**config.mk**
```make
export PLATFORM = sky130hd
export DESIGN_NAME = trial_division_factorizer
export DESIGN_NICKNAME = d
export VERILOG_FILES = /design/src/rtl/core/tdf_pkg.sv /design/src/rtl/core/tdf_divider.sv /design/src/rtl/core/tdf_datapath.sv /design/src/rtl/core/tdf_controller.sv /design/src/rtl/core/trial_division_factorizer.sv
export SDC_FILE = /design/constraint.sdc
export NUM_CORES = 1
export LEC_CHECK = 0
export BUFFER_PORTS_ARGS = -buffer_cell sky130_fd_sc_hd__clkbuf_2
export CAP_MARGIN = 20
export CORE_ASPECT_RATIO = 0.5
export CORE_MARGIN = 8
export CORE_UTILIZATION = 50
export DETAILED_ROUTE_END_ITERATION = 8
export PLACE_DENSITY_LB_ADDON = 0.3
export SYNTH_ARGS = -nofsm -noshare
export SYNTH_HDL_FRONTEND = slang
export SYNTH_SLANG_ARGS = --single-unit
```
**constraint.sdc**
```tcl
create_clock -name clock -period 3.55 [get_ports clock]
set_clock_uncertainty 0.05 [all_clocks]
set_input_delay 0.355 -clock clock [delete_from_list [all_inputs] [get_ports clock]]
set_output_delay 0.355 -clock clock [all_outputs]
set_load 0.01 [all_outputs]
```
**src/rtl/core/tdf_pkg.sv**
```systemverilog
package tdf_pkg;

   localparam int TDF_VALUE_WIDTH  = 32;
   localparam int TDF_FACTOR_WIDTH = 32;
   localparam int TDF_MAX_RESULTS  = 32;
   localparam int TDF_COUNT_WIDTH  = $clog2(TDF_MAX_RESULTS + 1);

   typedef enum logic [2:0] {
      ST_IDLE,
      ST_SIGN,
      ST_SMALL,
      ST_TWOS,
      ST_TEST,
      ST_DIV,
      ST_TAIL,
      ST_FLUSH
   } tdf_state_type;

   typedef enum logic [1:0] {
      SEL_MINUS_ONE,
      SEL_MAG,
      SEL_TWO,
      SEL_DIVISOR
   } tdf_sel_type;

   typedef struct packed {
      logic        load;
      logic        push;
      tdf_sel_type push_sel;
      logic        shift;
      logic        div_start;
      logic        div_accept;
      logic        step_divisor;
      logic        flush;
   } tdf_cmd_type;

   typedef struct packed {
      logic neg;
      logic small_mag;
      logic mag_odd;
      logic sq_gt_mag;
      logic div_done;
      logic div_exact;
      logic mag_gt1;
   } tdf_status_type;

endpackage

```
**src/rtl/core/tdf_divider.sv**
```systemverilog
module tdf_divider #(
   parameter int VALUE_WIDTH   = tdf_pkg::TDF_VALUE_WIDTH,
   parameter int DIVISOR_WIDTH = (tdf_pkg::TDF_VALUE_WIDTH + 1) / 2 + 1
) (
   input  logic                     clock,
   input  logic                     reset,
   input  logic                     start,
   input  logic [VALUE_WIDTH-1:0]   dividend,
   input  logic [DIVISOR_WIDTH-1:0] divisor,
   output logic [VALUE_WIDTH-1:0]   quotient,
   output logic [DIVISOR_WIDTH-1:0] remainder,
   output logic                     done
);
   import tdf_pkg::*;

   localparam int CW = $clog2(VALUE_WIDTH + 1);

   logic                     busy_ff;
   logic                     done_ff;
   logic [CW-1:0]            cnt_ff;
   logic [VALUE_WIDTH-1:0]   quo_ff;
   logic [DIVISOR_WIDTH-1:0] rem_ff;
   logic [DIVISOR_WIDTH-1:0] div_ff;
   logic [DIVISOR_WIDTH:0]   shifted;
   logic [DIVISOR_WIDTH:0]   diff;

   // one quotient bit per cycle, restoring
   assign shifted = {rem_ff, quo_ff[VALUE_WIDTH-1]};
   assign diff    = shifted - {1'b0, div_ff};

   always_ff @(posedge clock) begin
      if (reset) begin
         busy_ff <= 1'b0;
         done_ff <= 1'b0;
         cnt_ff  <= '0;
      end else if (start) begin
         busy_ff <= 1'b1;
         done_ff <= 1'b0;
         cnt_ff  <= CW'(VALUE_WIDTH);
      end else if (busy_ff) begin
         cnt_ff <= cnt_ff - CW'(1);
         if (cnt_ff == CW'(1)) begin
            busy_ff <= 1'b0;
            done_ff <= 1'b1;
         end
      end else begin
         done_ff <= 1'b0;
      end
   end

   always_ff @(posedge clock) begin
      if (start) begin
         quo_ff <= dividend;
         rem_ff <= '0;
         div_ff <= divisor;
      end else if (busy_ff) begin
         if (!diff[DIVISOR_WIDTH]) begin
            rem_ff <= diff[DIVISOR_WIDTH-1:0];
            quo_ff <= {quo_ff[VALUE_WIDTH-2:0], 1'b1};
         end else begin
            rem_ff <= shifted[DIVISOR_WIDTH-1:0];
            quo_ff <= {quo_ff[VALUE_WIDTH-2:0], 1'b0};
         end
      end
   end

   assign quotient  = quo_ff;
   assign remainder = rem_ff;
   assign done      = done_ff;

endmodule

```
**src/rtl/core/tdf_datapath.sv**
```systemverilog
module tdf_datapath #(
   parameter int VALUE_WIDTH = tdf_pkg::TDF_VALUE_WIDTH
) (
   input  logic                                   clock,
   input  logic                                   reset,
   input  tdf_pkg::tdf_cmd_type                   cmd,
   input  logic signed [31:0]                     number,
   output tdf_pkg::tdf_status_type                status,
   output logic                                   rsp_strobe,
   output logic signed [tdf_pkg::TDF_FACTOR_WIDTH-1:0] rsp_factor_value,
   output logic                                   rsp_last_factor
);
   import tdf_pkg::*;

   localparam int DW = (VALUE_WIDTH + 1) / 2 + 1;
   localparam int SW = 2 * DW;

   logic [VALUE_WIDTH-1:0]      mag_ff, mag_in;
   logic                        neg_ff, neg_in;
   logic [DW-1:0]               d_ff, d_in;
   logic [SW-1:0]               sq_ff, sq_in;
   logic [TDF_FACTOR_WIDTH-1:0] pend_ff, pend_in;
   logic                        pend_valid_ff, pend_valid_in;
   logic [TDF_COUNT_WIDTH-1:0]  count_ff, count_in;
   logic                        strobe_ff, strobe_in;
   logic [TDF_FACTOR_WIDTH-1:0] value_ff, value_in;
   logic                        last_ff, last_in;

   logic [63:0]                 num_wide;
   logic [VALUE_WIDTH-1:0]      raw;
   logic [63:0]                 mag_wide;
   logic [63:0]                 d_wide;
   logic [TDF_FACTOR_WIDTH-1:0] push_value;
   logic                        room;
   logic [VALUE_WIDTH-1:0]      quotient;
   logic [DW-1:0]               div_rem;
   logic                        div_done;

   // a restart after an exact division must see the new quotient, hence mag_in
   tdf_divider #(
      .VALUE_WIDTH  (VALUE_WIDTH),
      .DIVISOR_WIDTH(DW)
   ) u_divider (
      .clock    (clock),
      .reset    (reset),
      .start    (cmd.div_start),
      .dividend (mag_in),
      .divisor  (d_ff),
      .quotient (quotient),
      .remainder(div_rem),
      .done     (div_done)
   );

   assign num_wide = 64'($unsigned(number));
   assign raw      = num_wide[VALUE_WIDTH-1:0];
   assign mag_wide = 64'(mag_ff);
   assign d_wide   = 64'(d_ff);

   always_comb begin
      case (cmd.push_sel)
         SEL_MINUS_ONE: push_value = '1;
         SEL_MAG:       push_value = mag_wide[TDF_FACTOR_WIDTH-1:0];
         SEL_TWO:       push_value = TDF_FACTOR_WIDTH'(2);
         SEL_DIVISOR:   push_value = d_wide[TDF_FACTOR_WIDTH-1:0];
         default:       push_value = '0;
      endcase
   end

   // results beyond the limit are dropped
   assign room = ({1'b0, count_ff} + (TDF_COUNT_WIDTH + 1)'(pend_valid_ff))
                 < (TDF_COUNT_WIDTH + 1)'(TDF_MAX_RESULTS);

   always_comb begin
      mag_in        = mag_ff;
      neg_in        = neg_ff;
      d_in          = d_ff;
      sq_in         = sq_ff;
      pend_in       = pend_ff;
      pend_valid_in = pend_valid_ff;
      count_in      = count_ff;
      strobe_in     = 1'b0;
      value_in      = value_ff;
      last_in       = last_ff;
      if (cmd.load) begin
         neg_in        = raw[VALUE_WIDTH-1];
         mag_in        = raw[VALUE_WIDTH-1] ? (~raw + VALUE_WIDTH'(1)) : raw;
         d_in          = DW'(3);
         sq_in         = SW'(9);
         pend_valid_in = 1'b0;
         count_in      = '0;
      end
      if (cmd.shift) begin
         mag_in = {1'b0, mag_ff[VALUE_WIDTH-1:1]};
      end
      if (cmd.div_accept) begin
         mag_in = quotient;
      end
      if (cmd.step_divisor) begin
         // (d + 2)^2 = d^2 + 4d + 4
         d_in  = d_ff + DW'(2);
         sq_in = sq_ff + SW'({d_ff, 2'b00}) + SW'(4);
      end
      if (cmd.push && room) begin
         if (pend_valid_ff) begin
            strobe_in = 1'b1;
            value_in  = pend_ff;
            last_in   = 1'b0;
            count_in  = count_ff + TDF_COUNT_WIDTH'(1);
         end
         pend_in       = push_value;
         pend_valid_in = 1'b1;
      end
      if (cmd.flush && pend_valid_ff) begin
         strobe_in     = 1'b1;
         value_in      = pend_ff;
         last_in       = 1'b1;
         pend_valid_in = 1'b0;
      end
   end

   always_ff @(posedge clock) begin
      if (reset) begin
         pend_valid_ff <= 1'b0;
         count_ff      <= '0;
         strobe_ff     <= 1'b0;
      end else begin
         pend_valid_ff <= pend_valid_in;
         count_ff      <= count_in;
         strobe_ff     <= strobe_in;
      end
   end

   always_ff @(posedge clock) begin
      mag_ff   <= mag_in;
      neg_ff   <= neg_in;
      d_ff     <= d_in;
      sq_ff    <= sq_in;
      pend_ff  <= pend_in;
      value_ff <= value_in;
      last_ff  <= last_in;
   end

   assign status.neg       = neg_ff;
   assign status.small_mag = mag_ff < VALUE_WIDTH'(4);
   assign status.mag_odd   = mag_ff[0];
   assign status.sq_gt_mag = sq_ff > SW'(mag_ff);
   assign status.div_done  = div_done;
   assign status.div_exact = div_rem == '0;
   assign status.mag_gt1   = mag_ff > VALUE_WIDTH'(1);

   assign rsp_strobe       = strobe_ff;
   assign rsp_factor_value = value_ff;
   assign rsp_last_factor  = last_ff;

endmodule

```
**src/rtl/core/tdf_controller.sv**
```systemverilog
module tdf_controller (
   input  logic                    clock,
   input  logic                    reset,
   input  logic                    start,
   input  tdf_pkg::tdf_status_type status,
   output tdf_pkg::tdf_cmd_type    cmd,
   output logic                    busy
);
   import tdf_pkg::*;

   tdf_state_type state_ff, state_in;

   always_comb begin
      state_in = state_ff;
      case (state_ff)
         ST_IDLE:  if (start) state_in = ST_SIGN;
         ST_SIGN:  state_in = ST_SMALL;
         ST_SMALL: state_in = status.small_mag ? ST_FLUSH : ST_TWOS;
         ST_TWOS:  if (status.mag_odd) state_in = ST_TEST;
         ST_TEST:  state_in = status.sq_gt_mag ? ST_TAIL : ST_DIV;
         ST_DIV:   if (status.div_done && !status.div_exact) state_in = ST_TEST;
         ST_TAIL:  state_in = ST_FLUSH;
         ST_FLUSH: state_in = ST_IDLE;
         default:  state_in = ST_IDLE;
      endcase
   end

   always_comb begin
      cmd = '0;
      cmd.push_sel = SEL_MAG;
      case (state_ff)
         ST_IDLE: begin
            cmd.load = start;
         end
         ST_SIGN: begin
            cmd.push     = status.neg;
            cmd.push_sel = SEL_MINUS_ONE;
         end
         ST_SMALL: begin
            cmd.push     = status.small_mag;
            cmd.push_sel = SEL_MAG;
         end
         ST_TWOS: begin
            cmd.push     = !status.mag_odd;
            cmd.push_sel = SEL_TWO;
            cmd.shift    = !status.mag_odd;
         end
         ST_TEST: begin
            cmd.div_start = !status.sq_gt_mag;
         end
         ST_DIV: begin
            // exact: take the quotient and try the same divisor again
            if (status.div_done) begin
               if (status.div_exact) begin
                  cmd.push       = 1'b1;
                  cmd.push_sel   = SEL_DIVISOR;
                  cmd.div_accept = 1'b1;
                  cmd.div_start  = 1'b1;
               end else begin
                  cmd.step_divisor = 1'b1;
               end
            end
         end
         ST_TAIL: begin
            cmd.push     = status.mag_gt1;
            cmd.push_sel = SEL_MAG;
         end
         ST_FLUSH: begin
            cmd.flush = 1'b1;
         end
         default: begin
            cmd = '0;
         end
      endcase
   end

   always_ff @(posedge clock) begin
      if (reset) begin
         state_ff <= ST_IDLE;
      end else begin
         state_ff <= state_in;
      end
   end

   assign busy = state_ff != ST_IDLE;

endmodule

```
**src/rtl/core/trial_division_factorizer.sv**
```systemverilog
// channel   ports                                     handshake
// request   req_number                                start & !busy
// result    rsp_factor_value, rsp_last_factor         rsp_strobe, one cycle, no stall
//
// busy lasts through the sign and size checks, the trailing zero bits, one division per odd divisor tried
// and one more per odd factor divided out; a magnitude below 4 goes straight to the flush
// odd divisors stop at the square root of the cofactor: about 46341 for a prime near 2^31
// synchronous reset returns the controller to idle and clears the result strobe
// a factor is held until the next one is found, so the final one can be marked
// the receiver takes each result in its strobe cycle
module trial_division_factorizer #(
   parameter int VALUE_WIDTH = tdf_pkg::TDF_VALUE_WIDTH
) (
   input  logic                                        clock,
   input  logic                                        reset,
   input  logic                                        start,
   output logic                                        busy,
   input  logic signed [31:0]                          req_number,
   output logic                                        rsp_strobe,
   output logic signed [tdf_pkg::TDF_FACTOR_WIDTH-1:0] rsp_factor_value,
   output logic                                        rsp_last_factor
);
   import tdf_pkg::*;

   tdf_cmd_type    cmd;
   tdf_status_type status;

   tdf_controller u_controller (
      .clock (clock),
      .reset (reset),
      .start (start),
      .status(status),
      .cmd   (cmd),
      .busy  (busy)
   );

   tdf_datapath #(
      .VALUE_WIDTH(VALUE_WIDTH)
   ) u_datapath (
      .clock           (clock),
      .reset           (reset),
      .cmd             (cmd),
      .number          (req_number),
      .status          (status),
      .rsp_strobe      (rsp_strobe),
      .rsp_factor_value(rsp_factor_value),
      .rsp_last_factor (rsp_last_factor)
   );

   a_accept_busy: assert property (@(posedge clock) disable iff (reset)
      start && !busy |=> busy)
      else $error("accepted request did not raise busy");

   a_last_gap: assert property (@(posedge clock) disable iff (reset)
      rsp_strobe && rsp_last_factor |=> !rsp_strobe)
      else $error("result right after the last factor");

   a_mid_busy: assert property (@(posedge clock) disable iff (reset)
      rsp_strobe && !rsp_last_factor |-> busy)
      else $error("non-final result while idle");

   a_div_busy: assert property (@(posedge clock) disable iff (reset)
      status.div_done |-> busy)
      else $error("divider finished while idle");

endmodule

```
# Word level (Yosys, flattened, before mapping)
# Index checks and enable logic that the tools add are counted.
# word_totals
input_bits,35
memories,0
rom_bits,0
regBits,234
output_inout_bits,35
latch_bits,0
mem_bits_rw,0
elab_cells,113
# classes
n_bitwise,2
n_mul,0
n_eq_ne,14
magnitude_cmp,4
reduce_logical,21
n_div,0
shifts,0
muxes,46
n_addsub,8
# op_table
op,count
$mux 32,9
$pmux 32 s4,1
$mux 34,2
$mux 17,3
$add 34x19->34,1
$add 34x3->34 const B,1
$gt 34x32->1,1
$add 32x1->32 const B,1
$gt 32x1->1 const B,1
$lt 32x3->1 const B,1
$not 32->32,1
$mux 6,5
$pmux 3 s8,1
$mux 3,7
$sub 18x17->18,1
$add 17x2->17 const B,1
$logic_not 17->1,1
$pmux 3 s5,1
$mux 1,13
$eq 3x3->1 const B,4
$reduce_bool 2->1,5
$add 6x1->7,1
$lt 7x6->1 const B,1
$add 6x1->6 const B,1
other kinds (20),31

# Longest topological paths before layout
# Gate-level depths: netlist (run 1).
# logic_depth
word_depth,7
depth_mapped,12
mapped_depth_nobuf,11

# Hierarchy
# From an unflattened synthesis (run 1), not the netlist that was laid out.
# hier_totals
hier_cells,1382
hier_area_um2,13668.1
# by_module_without_submodules
mod,instances,area_per_inst_um2,seq_area_each_um2,cells_each
tdf_datapath,1,9165.0,4184.0,956
tdf_divider,1,4207.8,1971.9,386
tdf_controller,1,295.3,60.1,40

# Least setup slack after synthesis (run 1)
# OpenSTA, ideal clock, no wires.
# synth_path
path_type,register to register
startpoint,"reg u_datapath.u_divider.rem_ff[0], in the netlist u_datapath.u_divider.remainder[0]"
endpoint,"reg u_datapath.value_ff[0], in the netlist u_datapath.rsp_factor_value[0] (enable)"
setup_time_ns,0.389
arrival_ns,3.165
path_stages_with_launch,7
path_buffers,0
synth_period_minus_slack_ns,3.605
slack_ns,-0.055
required_time_ns,3.111
cell_sequence,dfxtp_1 -> or4_1 -> nor4_2 -> nand4_2 -> a31oi_4 -> nand2_1 -> nand2_1
# synth_between
elab_chain_len,7
# synth_lines
element,line,source
"start, declared",tdf_divider.sv:22,logic [DIVISOR_WIDTH-1:0] rem_ff;
"start signal, assigned",tdf_divider.sv:58,rem_ff <= diff[DIVISOR_WIDTH-1:0];
"start signal, assigned",tdf_divider.sv:61,rem_ff <= shifted[DIVISOR_WIDTH-1:0];
$logic_not 17->1,tdf_datapath.sv:148,assign status.div_exact = div_rem == '0;
$mux 3,tdf_controller.sv:54,if (status.div_exact) begin
$mux 3,tdf_controller.sv:53,if (status.div_done) begin
$pmux 3 s5,tdf_controller.sv:31,case (state_ff)
$logic_and 1x1->1,tdf_datapath.sv:103,if (cmd.push && room) begin
$reduce_bool 2->1 (no line),-,
$reduce_and 2->1 (no line),-,
"end signal, assigned",tdf_datapath.sv:139,value_ff <= value_in;
"end, declared",tdf_datapath.sv:26,"logic [TDF_FACTOR_WIDTH-1:0] value_ff, value_in;"
# No other way between the ends.
# A chain may end at the register's enable or synchronous reset.

# Worst setup path after layout (run 1)
# layout_path
startpoint,reg u_datapath.mag_ff[13]
endpoint,"reg u_datapath.u_divider.quo_ff[8], in the netlist u_datapath.u_divider.quotient[8] (data pin)"
# layout_between
elab_chain_len,4
# layout_lines
element,line,source
"start, declared",tdf_datapath.sv:18,"logic [VALUE_WIDTH-1:0] mag_ff, mag_in;"
"start signal, assigned",tdf_datapath.sv:134,mag_ff <= mag_in;
$gt 34x32->1,tdf_datapath.sv:146,assign status.sq_gt_mag = sq_ff > SW'(mag_ff);
$logic_not 1->1,tdf_controller.sv:49,cmd.div_start = !status.sq_gt_mag;
$pmux 1 s2,tdf_controller.sv:31,
$mux 32,tdf_divider.sv:52,if (start) begin
"end signal, assigned",tdf_divider.sv:53,quo_ff <= dividend;
"end signal, assigned",tdf_divider.sv:59,"quo_ff <= {quo_ff[VALUE_WIDTH-2:0], 1'b1};"
"end signal, assigned",tdf_divider.sv:62,"quo_ff <= {quo_ff[VALUE_WIDTH-2:0], 1'b0};"
"end, declared",tdf_divider.sv:21,logic [VALUE_WIDTH-1:0] quo_ff;
# No other way between the ends.

==> results.txt, run 1 <==
----------------------------------------------------
[Clock tree]
  Clock-pin slew reported for the worst setup and hold paths after clock tree synthesis ... 0.07 ns
  Clk root buf ... sky130_fd_sc_hd__clkbuf_16
  Clock latency at the later pin of the worst-skew pair ... 0.53 ns
  TritonCTS buffer count ... 22
  CTS tree ... done
  Longest Clk Path Bufs ... 3
  Number of buffers added to fix hold violations after cts ... 0
  H-tree depth ... 1
  Post-CTS resize count ... 0
  Number of setup buffers added after CTS ... 0
  Number of sinks driven by the clock tree ... 229

[Worst setup path]
  Cells traversed along the worst timing path ... inv_1 -> ha_1 -> nand4_1 -> or2_2 -> nor4_1 -> nor3b_1 -> buf_4 -> a21oi_1 -> o21ai_4 -> buf_12 -> mux2_2
  WP data required ... 3.78 ns
  Critical path class ... register to register
  Kind of capture point of the worst setup path ... register
  Sort of element at the start of the critical path ... register
  Sum of buffers and inverters on the critical path ... 3
  Slowest-stage cell, CP ... sky130_fd_sc_hd__dfxtp_1
  Worst-path fanout max ... 17
  Crit path DAT ... 3.53 ns
  Delay of the slowest cell on the worst path ... 0.43 ns
  Cell type group with the largest total delay on the critical path ... simple AND/OR/NAND/NOR gates

[Detailed routing]
  Post-detailed-routing wire length ... 37100 um
  Detail Route met3 WL ... 5050 um
  Number of design rule violations left after detail routing ... 0
  Highest metal layer used by the detailed router ... met5
  Via-per-instance ratio ... 6.11
  Antenna viol nets, final ... 0
  Routed met2 length ... 13300 um
  Post-Route M1 WL ... 18000 um
  Via count ... 10700
  Per-cell routed wire length ... 21.2 um
  Initial DRC Count ... 1257
  Total iterations of the first detailed-routing run ... 6

[Power and ir drop]
  Total design power ... 8.78 mW
  P_leak ... 5.80 nW
  Total power divided by cell area ... 591 nW/um^2
  Worst-case vdd ir drop ... 0.335 mV

[Floorplan]
  Area of the core region ... 26100 sq um
  Io pins ... 70
  Horiz. Die Dim ... 245 um
  Total number of placement rows ... 42
  Die span in y ... 130 um
  Starting utilization of the core area ... 50.2%
  Floorplan die area ... 31900 sq um

[Synth]
  Ranking of synthesized cells by area ... sky130_fd_sc_hd__edfxtp_1 (37%), sky130_fd_sc_hd__dfxtp_1 (11%), sky130_fd_sc_hd__ha_1 (7.8%)
  Share of synthesized flip-flops with an asynchronous set or reset ... 0%
  Most used flip-flop cell after synthesis ... sky130_fd_sc_hd__edfxtp_1
  Count of cell types in the netlist ... 80
  Dominant cell by count in the synthesized netlist ... sky130_fd_sc_hd__edfxtp_1
  Sequential-to-total area share from yosys stat ... 47.2%
  Synthesized Nets ... 1424
  Synth Register Bits ... 229
  Top post-synthesis cells by count ... sky130_fd_sc_hd__edfxtp_1 (160), sky130_fd_sc_hd__nor2_1 (133), sky130_fd_sc_hd__nand2_1 (132)
  Cell taking the most area after synthesis ... sky130_fd_sc_hd__edfxtp_1
  Gate count after technology mapping ... 1305
  EDFF count, synth ... 160
  Total number of yosys warnings ... 0
  Mean Syn Cell Area ... 10.0 sq um
  Fraction of post-synthesis cell area in the top cell type by area ... 36.7%
  Mapped cell area ... 13100 sq um

[Global routing]
  Number of antenna violations at the first check in global routing ... 0
  Maximum number of pins on one net before global-route repair ... 63
  Vias in the first global route ... 9615
  First-pass GRT wire length ... 56800 um
  GRT Util Overall ... 22.7%
  GRT Residual Overflow ... 0

[Status]
  Status ... complete, no violations

[Placement]
  Number of port buffers ... 69
  Post-Place Worst Slack ... 0.359 ns
  Final estimated routing congestion in global placement ... 0.993
  Dpl hpwl ... 28300 um

[Timing]
  Fin. max-slew vios ... 0
  Unrepaired setup endpoints after global routing ... no
  Count of final setup violators ... 0
  Achievable clock frequency ... 302 MHz
  Hold Worst Slack ... 0.177 ns
  Final TNS setup ... 0 ns
  Transition at the pin with the smallest max-transition slack ... 1.01 ns
  Fin crit period ... 3.31 ns
  Slack of the critical path ... 0.244 ns
  Total count of hold-check failures in the final report ... 0
  Worst max-slew margin expressed relative to the limit ... 32.7%
  Share of the cycle needed by the critical path after routing ... 93.1%

[Layout]
  Post-layout net count ... 1500
  Layout cells sized above 1 ... 15.3%
  Synthesis-to-layout area growth ... 13.4%

[Run]
  Max cap viols ... 0

[Min path]
  Worst min path class ... input port to register

----------------------------------------------------
metal layers:
layer | GRT usage (%) | up-vias
li1 | - | 4960
met1 | 35.9 | 5146
met2 | 27.9 | 531
met3 | 8.77 | 49
met4 | 4.05 | 2
met5 | 3.40 | -
area by class of cell:
type	instances	area, sq um
antenna	1	2.50
multi-input combinational	949	6440
clock buffer	33	633
timing repair buffer	107	709
fill	2256	11200
tap	352	440
inverter	72	270
clock inverter	7	163
sequential	229	6190
worst paths after layout:
path	start	endpoint	slack, ns	cells past startpoint
max	u_datapath.mag_ff[13]	u_datapath.u_divider.quotient[8]	0.24	11
min	start	u_controller.state_ff[0]	0.18	3
max reg2reg	u_datapath.mag_ff[13]	u_datapath.u_divider.quotient[8]	0.24	11
min reg2reg	u_datapath.pend_ff[31]	u_datapath.rsp_factor_value[31]	0.37	0
placed cells by master, fill, tap and decap left out, types with 6 or more instances in the layout:
cell                        synthesis  final
sky130_fd_sc_hd__nand3_1           33     33
sky130_fd_sc_hd__nor4_1            15     15
sky130_fd_sc_hd__or2_2              6      6
sky130_fd_sc_hd__o31ai_1            8      8
sky130_fd_sc_hd__a31oi_1            8      8
sky130_fd_sc_hd__nand2_1          132    130
sky130_fd_sc_hd__xor2_1            39     39
sky130_fd_sc_hd__ha_1              82     82
sky130_fd_sc_hd__nor3_1            32     31
sky130_fd_sc_hd__o311ai_0          13     13
sky130_fd_sc_hd__o211ai_1          14     14
sky130_fd_sc_hd__nand2b_1           9      9
sky130_fd_sc_hd__o21ai_0           53     53
sky130_fd_sc_hd__nand4_1           23     23
sky130_fd_sc_hd__clkbuf_2           0     69
sky130_fd_sc_hd__buf_12             0      6
sky130_fd_sc_hd__a21o_1            27     27
sky130_fd_sc_hd__inv_1             71     71
sky130_fd_sc_hd__mux2_2            35     35
sky130_fd_sc_hd__a21oi_1           81     81
sky130_fd_sc_hd__nor2_1           133    133
sky130_fd_sc_hd__and3_1            12     12
sky130_fd_sc_hd__edfxtp_1         160    160
sky130_fd_sc_hd__a211oi_1          34     34
sky130_fd_sc_hd__clkbuf_16          0     23
sky130_fd_sc_hd__xnor2_1           34     33
sky130_fd_sc_hd__mux2i_1           25     25
sky130_fd_sc_hd__dfxtp_1           69     69
sky130_fd_sc_hd__buf_4              0     31
sky130_fd_sc_hd__clkbuf_1          34      8
worst min-delay path, cell delays in order:
cell	delay, ns
sky130_fd_sc_hd__clkbuf_2	0.12
sky130_fd_sc_hd__o21bai_1	0.13
sky130_fd_sc_hd__a221oi_1	0.07
state kept, by name, indices dropped and copies added (netlist names), 3 cells and up:
name / flops
u_controller.state_ff: 3
u_datapath.u_divider.quotient: 32
u_datapath.u_divider.remainder: 17
u_datapath.d_ff: 16
u_datapath.u_divider.div_ff: 16
u_datapath.count_ff: 6
u_datapath.mag_ff: 32
u_datapath.rsp_factor_value: 32
u_datapath.sq_ff: 31
u_datapath.pend_ff: 32
u_datapath.u_divider.cnt_ff: 6
where the power goes:
part	switching [mW]	leakage [nW]	internal [mW]
Sequential	0.394	2.04	3.18
Clock	1.05	0.382	1.60
Combinational	1.53	3.37	1.02
kinds of logic (layout without fill, tap and decap cells):
kind of cell / count (synthesis) / in the layout / share of synthesized area [%]
simple gates: 436 / 436 / 16.0
compound gates: 294 / 294 / 14.8
flops: 229 / 229 / 47.2
buf+inv: 127 / 219 / 3.79
fa+ha+maj: 84 / 84 / 8.14
xor+xnor: 74 / 74 / 5.01
mux: 61 / 61 / 5.04
other cells: 0 / 1 / 0
per-stage QoR:
stage	util, %	cells	area, sq um
finish	57.0	1750	14800
global route	57.0	1749	14800
CTS	57.0	1749	14800
detailed placement	53.9	1709	14000
global placement	53.9	1708	14000
floorplan	-	1305	13100
Note: power is estimated with default switching activity, not from simulation.
==> run 2: changes to the inputs <==
- CORE_MARGIN: 8 -> 1
- MAX_ROUTING_LAYER: unset -> met4
- TNS_END_PERCENT: unset -> 100
==> results.txt, run 2 (same netlist as run 1, synthesis figures left out) <==
----------------------------------------------------
[Status]
  Status ... complete, no violations

[Clock tree]
  Post-CTS resize count ... 0
  H-tree depth ... 1
  CTS tree ... done
  Clk root buf ... sky130_fd_sc_hd__clkbuf_16
  Longest Clk Path Bufs ... 3
  Number of setup buffers added after CTS ... 0
  TritonCTS buffer count ... 22
  Number of buffers added to fix hold violations after cts ... 0
  Clock latency at the later pin of the worst-skew pair ... 0.52 ns
  Number of sinks driven by the clock tree ... 229
  Clock-pin slew reported for the worst setup and hold paths after clock tree synthesis ... 0.07 ns

[Detailed routing]
  Total iterations of the first detailed-routing run ... 5
  Initial DRC Count ... 1206
  Per-cell routed wire length ... 19.3 um
  Post-detailed-routing wire length ... 33800 um
  Number of design rule violations left after detail routing ... 0
  Via-per-instance ratio ... 5.90
  Antenna viol nets, final ... 0
  Via count ... 10300

[Power and ir drop]
  Combinational fraction of design power ... 30.0%
  Worst-case vdd ir drop ... 0.324 mV
  Sequential fraction of design power ... 41.1%
  P_leak ... 5.81 nW
  Total power divided by cell area ... 574 nW/um^2
  Cell Int Power ... 5.65 mW
  Clock power frac ... 28.9%
  Net Sw Frac ... 33.6%
  Net load switching power ... 2.86 mW

[Timing]
  Unrepaired setup endpoints after global routing ... no
  Fin. max-slew vios ... 0
  Worst max-slew margin expressed relative to the limit ... 33.6%
  Total count of hold-check failures in the final report ... 0
  Transition at the pin with the smallest max-transition slack ... 0.993 ns
  Achievable clock frequency ... 297 MHz
  Fin crit period ... 3.37 ns
  Share of the cycle needed by the critical path after routing ... 94.9%
  Final TNS setup ... 0 ns
  Count of final setup violators ... 0
  Hold Worst Slack ... 0.198 ns

[Layout]
  Layout cells sized above 1 ... 16.1%
  Most common library cell in the layout ignoring fill and taps ... sky130_fd_sc_hd__edfxtp_1
  Filler-free cell count of the finished design ... 1753
  Final Util ... 58.2%
  Most frequent cells in the layout ... sky130_fd_sc_hd__edfxtp_1 (160), sky130_fd_sc_hd__nor2_1 (133), sky130_fd_sc_hd__nand2_1 (130)
  # diodes ... 0
  Synthesis-to-layout area growth ... 13.2%
  Post-layout net count ... 1512

[Worst setup path]
  Slowest-stage cell, CP ... sky130_fd_sc_hd__buf_4
  Cells traversed along the worst timing path ... inv_1 -> ha_1 -> nand4_1 -> or2_2 -> nor4_1 -> nor3b_1 -> a21oi_1 -> o21ai_4 -> buf_4 -> mux2_2
  Delay of the slowest cell on the worst path ... 0.43 ns
  Sort of element at the start of the critical path ... register
  Crit path DAT ... 3.58 ns
  Kind of capture point of the worst setup path ... register
  R2r endpoint ... u_datapath.u_divider.quotient[7]
  Critical path class ... register to register
  Source of the worst register-to-register timing path ... u_datapath.mag_ff[16]
  Register-to-register setup slack ... 0.18 ns
  WP data required ... 3.76 ns
  Worst-path fanout max ... 31
  Cell count of the worst reg-to-reg path ... 10

[Min path]
  Worst min path class ... input port to register
  Hold-critical path endpoint ... u_datapath.mag_ff[27]
  Hold Crit Start ... req_number[27]
  Cell depth of the worst min-delay path ... 3

[Floorplan]
  Horiz. Die Dim ... 231 um
  Starting utilization of the core area ... 51.5%
  Io pins ... 70
  Total number of placement rows ... 41
  Die span in y ... 116 um
  Area of the core region ... 25400 sq um
  Floorplan die area ... 26900 sq um

[Global routing]
  Maximum number of pins on one net before global-route repair ... 63
  First-pass GRT wire length ... 52700 um
  GRT Util Overall ... 26.0%
  Vias in the first global route ... 9616
  GRT Residual Overflow ... 0
  Number of antenna violations at the first check in global routing ... 2

[Placement]
  Final estimated routing congestion in global placement ... 0.971
  Post-placement cell count ... 1713
  Dpl hpwl ... 25100 um
  Number of port buffers ... 69

[Run]
  Max cap viols ... 0

----------------------------------------------------
-- run 2: cell types whose count changed in the layout (fill, tap and decap cells not counted), moves of 2 or more --
cell | previous run | this run
sky130_fd_sc_hd__buf_12 | 6 | 2
sky130_fd_sc_hd__buf_4 | 31 | 48
sky130_fd_sc_hd__bufinv_16 | 5 | 3
sky130_fd_sc_hd__clkbuf_1 | 8 | 3
sky130_fd_sc_hd__clkbuf_8 | 2 | 0
sky130_fd_sc_hd__clkinv_1 | 0 | 4
sky130_fd_sc_hd__clkinv_2 | 1 | 3
sky130_fd_sc_hd__inv_6 | 0 | 2
-- run 2: area by class of cell --
class	instances	area [sq um]
clock buffer	26	587
clock inverter	14	153
fill	2162	10600
inverter	72	270
multi-input combinational	949	6440
sequential	229	6190
tap	344	430
timing repair buffer	119	746
-- run 2: worst max path at each step --
| stage | to | startpoint | cells after the start | slack (ns) |
|---|---|---|---|---|
| 4_1_cts | u_datapath.u_divider.quotient[7] | u_datapath.mag_ff[16] | 10 | 0.27 |
| 3_5_place_dp | u_datapath.u_divider.quotient[19] | u_datapath.mag_ff[16] | 10 | 0.29 |
| 3_3_place_gp | u_datapath.u_divider.quotient[22] | req_number[16] | 8 | 0.37 |
| 6_report | u_datapath.u_divider.quotient[7] | u_datapath.mag_ff[16] | 10 | 0.18 |
| 2_1_floorplan | u_datapath.d_ff[10] | u_datapath.u_divider.remainder[0] | 7 | 0.06 |
| 5_1_grt | u_datapath.u_divider.quotient[7] | u_datapath.mag_ff[15] | 10 | 0.06 |
-- run 2: through the flow --
step	setup slack [ns]	area, sq um	power (mW)
3_3_place_gp	0.367	14100	5.98
6_report	0.182	14800	8.51
4_1_cts	0.266	14800	8.49
2_1_floorplan	0.0599	13100	5.18
3_5_place_dp	0.287	14100	6.05
5_1_grt	0.0614	14800	8.95
-- run 2: power groups by stage --
stage	clock, mW	combinational (mW)	sequential (mW)
finish	2.46	2.55	3.50
global route	2.60	2.82	3.52
CTS	2.49	2.52	3.49
detailed placement	0	2.50	3.54
global placement	0	2.45	3.53
floorplan	0	1.75	3.43
-- run 2: critical path, delay by kind of cell (launching register included) --
family | cells | cell delay (ns)
AND/OR/NAND/NOR | 4 | 1.14
AO/OA/AOI/OAI | 2 | 0.30
multiplexers | 1 | 0.40
buffers and inverters | 2 | 0.51
adder cells (fa/ha/maj) | 1 | 0.30
flip-flops | 1 | 0.40
-- run 2: routing by layer --
metal	track usage, %	wire length [um]
met4	5.65	648
met1	36.9	15400
met2	38.6	14600
met3	4.69	3120
met5	-	0
